==> config.mk <==
export PLATFORM = sky130hd
export DESIGN_NAME = pmfa_queue
export DESIGN_NICKNAME = d
export VERILOG_FILES = /design/src/pmfa_pkg.sv /design/src/pmfa_queue.sv
export SDC_FILE = /design/constraint.sdc
export NUM_CORES = 1
export LEC_CHECK = 0
export BUFFER_PORTS_ARGS = -buffer_cell sky130_fd_sc_hd__buf_4
export CORE_UTILIZATION = 49
export CTS_BUF_LIST = sky130_fd_sc_hd__clkbuf_8
export DETAILED_ROUTE_END_ITERATION = 10
export PLACE_DENSITY_LB_ADDON = 0.08
export REMOVE_ABC_BUFFERS = 1
export SYNTH_ARGS = -nofsm -noshare
export SYNTH_HDL_FRONTEND = slang
export SYNTH_SLANG_ARGS = --single-unit
==> constraint.sdc <==
create_clock -name clk -period 2.1 [get_ports clk]
set_clock_uncertainty 0.05 [all_clocks]
set_input_delay 0.21 -clock clk [delete_from_list [all_inputs] [get_ports clk]]
set_output_delay 0.21 -clock clk [all_outputs]
set_load 0.02 [all_outputs]
==> src/pmfa_pkg.sv <==
// Shared constants, codes and types of the paged memory block.
package pmfa_pkg;

  localparam int PAGE_BYTES      = 256;
  localparam int PAGES_PER_SPACE = 16;
  localparam int FRAME_COUNT     = 8;
  localparam int SPACE_COUNT     = 4;

  localparam int ENTRY_COUNT = SPACE_COUNT * PAGES_PER_SPACE;
  localparam int BYTE_COUNT  = FRAME_COUNT * PAGE_BYTES;
  localparam int ADDR_LIMIT  = PAGES_PER_SPACE * PAGE_BYTES;

  localparam int OFFS_W  = $clog2(PAGE_BYTES);
  localparam int FRAME_W = $clog2(FRAME_COUNT);
  localparam int ENTRY_W = $clog2(ENTRY_COUNT);
  localparam int BYTE_W  = $clog2(BYTE_COUNT);

  localparam int REQ_W    = 2;
  localparam int SPACE_W  = 2;
  localparam int VPAGE_W  = 8;
  localparam int VADDR_W  = 16;
  localparam int DATA_W   = 8;
  localparam int STATUS_W = 3;

  typedef enum logic [REQ_W-1:0] {
    OP_MAP, OP_UNMAP, OP_READ, OP_WRITE
  } op_t;

  typedef enum logic [STATUS_W-1:0] {
    ST_OK, ST_RANGE, ST_NOT_MAPPED, ST_INCONSISTENT, ST_EXISTS, ST_FULL, ST_NOT_WRITABLE
  } status_t;

  typedef enum logic [1:0] {
    BK_IDLE, BK_DECIDE, BK_ZERO, BK_FRAME_RD
  } bk_state_t;

  // Classified request as it travels from front to back.
  typedef struct packed {
    op_t                op;
    logic               range_err;
    logic [ENTRY_W-1:0] entry;
    logic [OFFS_W-1:0]  offset;
    logic               writable;
    logic [DATA_W-1:0]  data;
  } cmd_t;

  typedef struct packed {
    logic valid;
    cmd_t cmd;
  } cmd_slot_t;

  // Page table word kept in memory; the mapped bit lives in flops.
  typedef struct packed {
    logic               can_write;
    logic [FRAME_W-1:0] frame;
  } entry_t;

endpackage

==> src/pmfa_queue.sv <==
// Two-entry queue of classified requests between front and back.
module pmfa_queue (
  input  logic                clk,
  input  logic                rst_n,
  input  pmfa_pkg::cmd_slot_t push,
  input  logic                pop,
  output logic                full,
  output pmfa_pkg::cmd_slot_t head
);
  pmfa_pkg::cmd_t slot_r [2];
  logic           wptr_r, wptr_nxt;
  logic           rptr_r, rptr_nxt;
  logic [1:0]     count_r, count_nxt;

  assign full       = count_r == 2'd2;
  assign head.valid = count_r != 2'd0;
  assign head.cmd   = slot_r[rptr_r];

  always_comb begin
    wptr_nxt  = wptr_r;
    rptr_nxt  = rptr_r;
    count_nxt = count_r;
    if (push.valid) begin
      wptr_nxt = !wptr_r;
    end
    if (pop) begin
      rptr_nxt = !rptr_r;
    end
    count_nxt = count_r + 2'(push.valid) - 2'(pop);
  end

  always_ff @(posedge clk) begin
    if (!rst_n) begin
      wptr_r  <= 1'b0;
      rptr_r  <= 1'b0;
      count_r <= 2'd0;
    end else begin
      wptr_r  <= wptr_nxt;
      rptr_r  <= rptr_nxt;
      count_r <= count_nxt;
    end
    if (push.valid) begin
      slot_r[wptr_r] <= push.cmd;
    end
  end
endmodule

==> flow_metrics.py <==
metrics = {
    "outcome": {
        "status": "completed",
    },
    "route": {
        "drt_iter0_drc": 75,
        "post_drt_wl_per_cell_um": 13.9,
        "firstDrtPassIters": 4,
        "via_per_inst": 4.81,
        "vias": 1096,
        "antenna_left": 0,
        "drt-total-wl_mm": 3.18,
        "drc": 0,
    },
    "yosys": {
        "synth-edff-count": 52,
        "async_flop_share": 0,
        "synth_warnings": 0,
        "synth-main-ff-cell": "edfxtp_1",
        "syn_inst": 102,
        "syn_area_sq_um": 2210,
        "yosysSeqAreaShare": 0.752,
        "synth.top_cells.by_count": "edfxtp_1, mux2_4, mux2_2",
        "synth_cell_type_count": 14,
        "syn_area_per_cell_sq_um": 21.7,
        "synth_area_leader_cell": "edfxtp_1",
        "yosysMostFrequentCell": "edfxtp_1",
        "ys_seq_elements": 57,
        "synth_area_leaders": "edfxtp_1, mux2_4, dfxtp_1",
        "synth_top_area_share": 0.707,
    },
    "power_and_ir_drop": {
        "peakVddDrop_uv": 620,
        "leakage_nw": 1.17,
        "p_per_area_nw_per_um2": 921,
    },
    "critical_path": {
        "worstPathRequired_ns": 1.84,
        "critPathMaxStageDelay_ns": 0.36,
        "reg2reg_slack_ns": 0.68,
        "crit_type": "reg2out",
        "path_delay_family": "buffers and inverters",
        "cp.arrival_ns": 1.40,
        "worstSetupStartpointType": "register",
        "critPathMaxFanout": 26,
        "worstRegToRegCells": 6,
        "endpoint": "head[25]",
        "r2r_start": "count_r[0]$_SDFF_PN0_",
        "cp_slowest_cell": "mux2_2",
        "rr_endpoint": "count_r[1]$_SDFF_PN0_",
        "worst-path-buf-inv": 2,
        "path_cells": "buf_12, mux2_2, buf_4",
        "cp.depth": 3,
        "endpoint_kind": "output port",
    },
    "floorplanning": {
        "die_h_um": 69.1,
        "io_pins": 58,
        "fp-row-count": 24,
        "dieArea_sq_um": 4780,
        "core-area_sq_um": 4350,
        "die_x_um": 69.1,
        "start_util": 0.507,
    },
    "sta": {
        "finalCriticalPeriod_ns": 1.66,
        "max_freq_mhz": 604,
        "fin_crit_sh": 0.788,
        "rsz0062_at_grt": "false",
        "tightest_slew_ns": 0.320,
        "finalHoldViolCount": 0,
        "maxSlewHeadroom": 0.787,
        "drv_slew": 0,
        "setup_tns_ns": 0,
        "setup_violations": 0,
    },
    "cells_and_area": {
        "multiInputGateArea_sq_um": 490,
        "register_area_sq_um": 1660,
        "fillers": 315,
        "num_antenna_cells": 0,
        "area_delta_synth_final_pct": 30.5,
        "final_nets": 204,
        "drive_gt1_frac": 0.580,
        "design_area_sq_um": 2880,
    },
    "clock_network": {
        "cts_tree": "done",
        "cts-root-buf": "clkbuf_8",
        "clk-insertion-delay-late_ns": 0.32,
        "path_clk_slew_ns": 0.06,
        "cts_resized": 0,
        "cts_sinks": 57,
        "h-tree-depth": 3,
        "cts_hold_buf": 0,
        "cts.path.max_buffers": 2,
        "cts_buffers": 9,
        "post_cts_buffers": 0,
    },
    "place": {
        "gp_congestion": 0.681,
        "portBuffers": 57,
        "hpwl_mm": 2.13,
        "post_dp_cell_area_sq_um": 2700,
    },
    "global_route": {
        "grt_pass1_vias": 1171,
        "grt_max_degree": 27,
        "grt_pass1_wl_mm": 5.36,
        "grt_use_total": 0.155,
        "grt.overflow.total": 0,
        "antenna_found_initial": 0,
    },
    "hold_path": {
        "hold_depth": 1,
        "hold_path.class": "in2reg",
    },
    "flow_run": {
        "maxCapViolations": 0,
    },
}
-- sequential cells by signal, indices dropped and copies added, names as in the netlist, named ones only --
register and cells:
wptr_r 1, count_r 2, slot_r 52, rptr_r 1
-- cell usage in the layout (no fill, tap or decap), drive strengths merged --
| cell type | instances |
|---|---|
| buf | 61 |
| edfxtp | 52 |
| mux2 | 26 |
| clkbuf | 9 |
| dfxtp | 5 |
| and2 | 4 |
| nor2b | 4 |
| clkinv | 4 |
| inv | 3 |
| ha | 2 |
| or2 | 1 |
| xor2 | 1 |
| o21a | 1 |
| xnor3 | 1 |
| bufinv | 1 |
| dlygate4sd3 | 1 |
-- worst min-delay path by stage --
| stage | from | slack, ns | to |
|---|---|---|---|
| floorplan | push[0] | 0.26 | slot_r[0][0]$_DFFE_PP_ |
| global placement | push[1] | 0.35 | slot_r[1][1]$_DFFE_PP_ |
| detailed placement | push[1] | 0.35 | slot_r[1][1]$_DFFE_PP_ |
| CTS | push[1] | 0.002 | slot_r[0][1]$_DFFE_PP_ |
| global route | push[16] | 0.0009 | slot_r[0][16]$_DFFE_PP_ |
| finish | push[22] | 0.02 | slot_r[1][22]$_DFFE_PP_ |
-- where the power goes --
part / switching (mW) / internal [mW]
Sequential: 0.0216 / 1.31
Clock: 0.373 / 0.523
Combinational: 0.194 / 0.231
Total: 0.589 / 2.07
-- stage by stage --
stage	hold slack (ns)	worst slack (ns)	util	power, mW	std cells
2_1_floorplan	0.259	0.122	-	1.61	99
3_3_place_gp	0.345	0.728	0.619	1.77	212
3_5_place_dp	0.348	0.661	0.619	1.79	212
4_1_cts	0.00177	0.419	0.659	2.69	227
5_1_grt	0.000919	0.389	0.662	2.78	228
6_report	0.0217	0.444	0.662	2.66	228
-- kinds of logic (layout without fill, tap and decap cells) --
logic type	count (synthesis)	in the layout	share of synthesized area
adders and majority gates	2	2	0.0113
buffers and inverters	5	79	0.0266
muxes	26	26	0.167
DFF	57	57	0.752
AOI/OAI and AO/OA	1	1	0.00340
and+or+nand+nor	9	9	0.0255
xor gates and xnor gates	2	2	0.0142
-- routing by layer --
layer | vias to the layer above | wire length, um | track usage
met5 | - | 0 | 0
met4 | 0 | 67 | 0.122
met3 | 6 | 195 | 0.0570
met2 | 41 | 1620 | 0.236
met1 | 520 | 1300 | 0.174
li1 | 529 | - | -
-- layout make-up --
type / instances / area share
Tap cell: 52 / 0.0226
Clock inverter: 6 / 0.0178
Sequential cell: 57 / 0.577
Multi-Input combinational cell: 40 / 0.170
Clock buffer: 9 / 0.0430
Timing Repair Buffer: 62 / 0.167
Inverter: 2 / 0.00261
Note: power is estimated with default switching activity, not from simulation.
