File: src/pmfa_pkg.sv
// Shared constants, codes and types of the paged memory block.
package pmfa_pkg;

  localparam int PAGE_BYTES      = 256;
  localparam int PAGES_PER_SPACE = 16;
  localparam int FRAME_COUNT     = 8;
  localparam int SPACE_COUNT     = 4;

  localparam int ENTRY_COUNT = SPACE_COUNT * PAGES_PER_SPACE;
  localparam int BYTE_COUNT  = FRAME_COUNT * PAGE_BYTES;
  localparam int ADDR_LIMIT  = PAGES_PER_SPACE * PAGE_BYTES;

  localparam int OFFS_W  = $clog2(PAGE_BYTES);
  localparam int FRAME_W = $clog2(FRAME_COUNT);
  localparam int ENTRY_W = $clog2(ENTRY_COUNT);
  localparam int BYTE_W  = $clog2(BYTE_COUNT);

  localparam int REQ_W    = 2;
  localparam int SPACE_W  = 2;
  localparam int VPAGE_W  = 8;
  localparam int VADDR_W  = 16;
  localparam int DATA_W   = 8;
  localparam int STATUS_W = 3;

  typedef enum logic [REQ_W-1:0] {
    OP_MAP, OP_UNMAP, OP_READ, OP_WRITE
  } op_t;

  typedef enum logic [STATUS_W-1:0] {
    ST_OK, ST_RANGE, ST_NOT_MAPPED, ST_INCONSISTENT, ST_EXISTS, ST_FULL, ST_NOT_WRITABLE
  } status_t;

  typedef enum logic [1:0] {
    BK_IDLE, BK_DECIDE, BK_ZERO, BK_FRAME_RD
  } bk_state_t;

  // Classified request as it travels from front to back.
  typedef struct packed {
    op_t                op;
    logic               range_err;
    logic [ENTRY_W-1:0] entry;
    logic [OFFS_W-1:0]  offset;
    logic               writable;
    logic [DATA_W-1:0]  data;
  } cmd_t;

  typedef struct packed {
    logic valid;
    cmd_t cmd;
  } cmd_slot_t;

  // Page table word kept in memory; the mapped bit lives in flops.
  typedef struct packed {
    logic               can_write;
    logic [FRAME_W-1:0] frame;
  } entry_t;

endpackage

File: src/pmfa_if.sv
// Request and response channel interfaces of the paged memory block.
interface pmfa_req_if;
  logic                          valid;
  logic                          ready;
  logic [pmfa_pkg::REQ_W-1:0]    req_type;
  logic [pmfa_pkg::SPACE_W-1:0]  space_id;
  logic [pmfa_pkg::VPAGE_W-1:0]  page_num;
  logic [pmfa_pkg::VADDR_W-1:0]  byte_addr;
  logic                          page_writable;
  logic [pmfa_pkg::DATA_W-1:0]   write_data;

  modport source(output valid, req_type, space_id, page_num, byte_addr,
                 page_writable, write_data, input ready);
  modport sink(input valid, req_type, space_id, page_num, byte_addr,
               page_writable, write_data, output ready);
endinterface


File: src/pmfa_front.sv
// Front end: accept requests, range-check them and form table indexes.
module pmfa_front (
  pmfa_req_if.sink             in_req,
  input  logic                 q_full,
  output pmfa_pkg::cmd_slot_t  q_push
);
  logic [pmfa_pkg::VPAGE_W-1:0] addr_page;
  logic [pmfa_pkg::VPAGE_W-1:0] sel_page;
  logic                         space_bad;
  logic                         page_bad;
  logic                         addr_bad;
  pmfa_pkg::op_t                op;

  assign in_req.ready = !q_full;
  assign op           = pmfa_pkg::op_t'(in_req.req_type);
  assign addr_page    = pmfa_pkg::VPAGE_W'(in_req.byte_addr >> pmfa_pkg::OFFS_W);
  assign space_bad    = 32'(in_req.space_id) >= pmfa_pkg::SPACE_COUNT;
  assign page_bad     = 32'(in_req.page_num) >= pmfa_pkg::PAGES_PER_SPACE;
  assign addr_bad     = 32'(in_req.byte_addr) >= pmfa_pkg::ADDR_LIMIT;

  always_comb begin
    sel_page = (op == pmfa_pkg::OP_MAP || op == pmfa_pkg::OP_UNMAP)
             ? in_req.page_num : addr_page;
    q_push.valid         = in_req.valid && !q_full;
    q_push.cmd.op        = op;
    q_push.cmd.range_err = space_bad ||
                           (((op == pmfa_pkg::OP_MAP) || (op == pmfa_pkg::OP_UNMAP))
                            ? page_bad : addr_bad);
    q_push.cmd.entry     = pmfa_pkg::ENTRY_W'(32'(in_req.space_id) * pmfa_pkg::PAGES_PER_SPACE
                                             + 32'(sel_page));
    q_push.cmd.offset    = pmfa_pkg::OFFS_W'(in_req.byte_addr);
    q_push.cmd.writable  = in_req.page_writable;
    q_push.cmd.data      = in_req.write_data;
  end
endmodule

File: src/flat_wrapper.sv
// flat-port wrapper written by rule: the top's interface ports become plain ports
module pmfa_front_flat 
  (q_full, q_push, in_req_valid, in_req_req_type, in_req_space_id, in_req_page_num, in_req_byte_addr, in_req_page_writable, in_req_write_data, in_req_ready);
  pmfa_req_if in_req_i ();
  input  logic q_full;
  output pmfa_pkg::cmd_slot_t q_push;
  input wire logic [$bits(in_req_i.valid)-1:0] in_req_valid;
  input wire logic [$bits(in_req_i.req_type)-1:0] in_req_req_type;
  input wire logic [$bits(in_req_i.space_id)-1:0] in_req_space_id;
  input wire logic [$bits(in_req_i.page_num)-1:0] in_req_page_num;
  input wire logic [$bits(in_req_i.byte_addr)-1:0] in_req_byte_addr;
  input wire logic [$bits(in_req_i.page_writable)-1:0] in_req_page_writable;
  input wire logic [$bits(in_req_i.write_data)-1:0] in_req_write_data;
  output wire logic [$bits(in_req_i.ready)-1:0] in_req_ready;
  assign in_req_i.valid = in_req_valid;
  assign in_req_i.req_type = in_req_req_type;
  assign in_req_i.space_id = in_req_space_id;
  assign in_req_i.page_num = in_req_page_num;
  assign in_req_i.byte_addr = in_req_byte_addr;
  assign in_req_i.page_writable = in_req_page_writable;
  assign in_req_i.write_data = in_req_write_data;
  assign in_req_ready = in_req_i.ready;
  pmfa_front u_core (.in_req(in_req_i), .q_full(q_full), .q_push(q_push));
endmodule
File: config.mk
export PLATFORM = sky130hd
export DESIGN_NAME = pmfa_front_flat
export DESIGN_NICKNAME = d
export VERILOG_FILES = /design/src/pmfa_pkg.sv /design/src/pmfa_if.sv /design/src/pmfa_front.sv /design/src/flat_wrapper.sv
export SDC_FILE = /design/constraint.sdc
export NUM_CORES = 1
export LEC_CHECK = 0
export ABC_CLOCK_PERIOD_IN_PS = 2300
export BUFFER_PORTS_ARGS = -buffer_cell sky130_fd_sc_hd__buf_2
export CORE_AREA = 5 5 42 44
export DETAILED_ROUTE_END_ITERATION = 16
export DIE_AREA = 0 0 47 49
export PLACE_DENSITY = 0.78
export REMOVE_ABC_BUFFERS = 1
export SLEW_MARGIN = 20
export SYNTH_ARGS = -nofsm -noshare
export SYNTH_HDL_FRONTEND = slang
export SYNTH_SLANG_ARGS = --single-unit
File: constraint.sdc
create_clock -name vclk -period 2.3
set_input_delay 0 -clock vclk [all_inputs]
set_output_delay 0 -clock vclk [all_outputs]
set_load 0.02 [all_outputs]
==> results.md <==
- Syn Inst Count: 34
- Most frequent cells in the layout: buf_2 (31), mux2_2 (5)
- Crit Path Class: in -> out
- GRT Util Overall: 8.49%
- Commonest non-fill, non-tap cell in the layout: buf_2
- Critical Path Fanout Max: 9
- Mapped Area: 287 µm²
- Hpwl dp: 917 µm
- Overall die width: 47 µm
- Routed len/inst: 16.8 µm
- Tmin final: 1.24 ns
- Postcts setup bufs: 0
- Hold buffer count at cts: 0
- Placed Cells: between 60 and 70
- Antenna viol nets, final: 0
- Arrival time at the worst endpoint: 1.24 ns
- Fmax: approximately 0.81 GHz
- Crit path from: in_req_req_type[1]
- P per Cell Area: between 200 and 250 nW/µm²
- Core Region: roughly 1400 µm²
- Vias in the first global route: about 330
- Final Util: 22.0%
- Post-CTS sizing: 0
- Final worst path period share: 53.8%
- Clock Buffer Count: 0
- Largest area contributor in the netlist: buf_4
- Leak: 0.173 nW
- RePlAce Congestion: 0.828
- Remaining DRCs: 0
- Final Max Slew Viols: 0
- RSZ-0062 raised after global routing: false
- Post-layout total power: 0.0720 mW
- Row count: 14
- Port Buffers: 31
- Initial Utilization: 20.4%
- Seq/Total Area, Yosys: 0%
- Critical path endpoint category: output port
- Hold Crit Start: in_req_byte_addr[1]
- Filler cells: 157
- Synth warn: 0
- Setup Viol. Count Final: 0
- Diode count: 0
- Max-slew headroom: between 80% and 90%
- DR iter-0 viols: 0
- First drt pass iteration count: 1
- Critical Path Sink: q_push[22]
- Main area contributors after synthesis: buf_4 (50%), mux2_2 (20%), ha_1 (4.4%)
- Max-cap violations: 0
- Vias post-DR: 282
- Final instance area: 308 µm²
- Total Wirelength: 1.02 mm
- Area delta synth->final: 7.42%
- Critical path launch point type: input pin
- Largest net degree at the start of global routing: 10
- Avg Vias per Cell: 4.62
- Outcome: finished clean
- Die Ht: 49 µm
- Register area: 0 µm²
- CP required: 2.30 ns
- Slew @ Worst Pin: 0.157 ns
- Hold Path Class: in -> out
- Initial antenna violation count: 0
- Setup TNS: 0 ns
- Final Hold Vio Count: 0
- First-pass GRT wire length: 1.43 mm
- Nets: 87
- Die area: 2300 µm²
- Syn_area_per_cell: 8.43 µm²
- Netlist cell types: 12
- Placed cell area: between 300 and 400 µm²
- # IOs: 67
- Layout cell share with drive strength beyond 1: 80.0%
- Maximum vdd drop: just under 0.00007 V
- Area share of the largest cell type after synthesis: 49.8%
- Non-Filler Instances: 61
- Seq_cells: 0
- Grt ovf: 0
-- report_power, final --
part	leakage [nW]	switching [mW]	internal, mW
combinational	0.173	0.0376	0.0343
sequential	0	0	0
clock	0	0	0
total	0.173	0.0376	0.0343
-- cell usage after synthesis --
cell      n
buf_4    19
buf_6     1
ha_1      1
inv_1     1
mux2_2    5
mux2i_1   1
nor2b_1   1
o22a_1    1
or4_1     1
or4b_1    1
xnor2_1   1
xor2_1    1
-- worst max-delay path: stages --
cell and delay [ns]:
buf_2 0.18, mux2_2 0.36, ha_1 0.19, xor2_1 0.19
xnor2_1 0.14, buf_2 0.18
-- per-stage QoR --
stage	hold slack, ns	worst slack (ns)
3_3_place_gp	0.000223	1.12
6_report	0.000190	1.06
3_5_place_dp	0.000223	1.06
5_1_grt	0.000139	0.997
4_1_cts	0.000223	1.05
2_1_floorplan	0	1.27
-- worst min path at each step --
stage | cells after the start | to | slack (ns)
after floorplan | 0 | q_push[0] | 0
after global placement | 0 | q_push[0] | 0.0002
after detailed placement | 0 | q_push[0] | 0.0002
after CTS | 0 | q_push[0] | 0.0002
after global routing | 0 | q_push[0] | 0.0001
final | 0 | q_push[10] | 0.0002
-- kinds of logic after synthesis --
group / after synthesis / share of synthesized area [%]
buf+inv: 21 / 55.0
mux: 6 / 23.1
simple gates: 3 / 8.30
xor+xnor: 2 / 6.11
compound gates: 1 / 3.06
fa+ha+maj: 1 / 4.37
-- layout make-up --
type                            count  area, µm²  share of cell area, %
Inverter                            1       3.75                   1.22
Tap cell                           16       20.0                   6.50
Timing Repair Buffer               31        155                   50.4
Multi-Input combinational cell     13        129                   41.9
-- per-layer routing --
layer	vias to the layer above	track usage (%)	share of wire, %
met4	0	0	0
met3	0	9.23	28
li1	116	-	-
met2	52	11.5	38
met5	-	0	0
met1	114	9.78	34
Note: power is estimated with default switching activity, not from simulation.
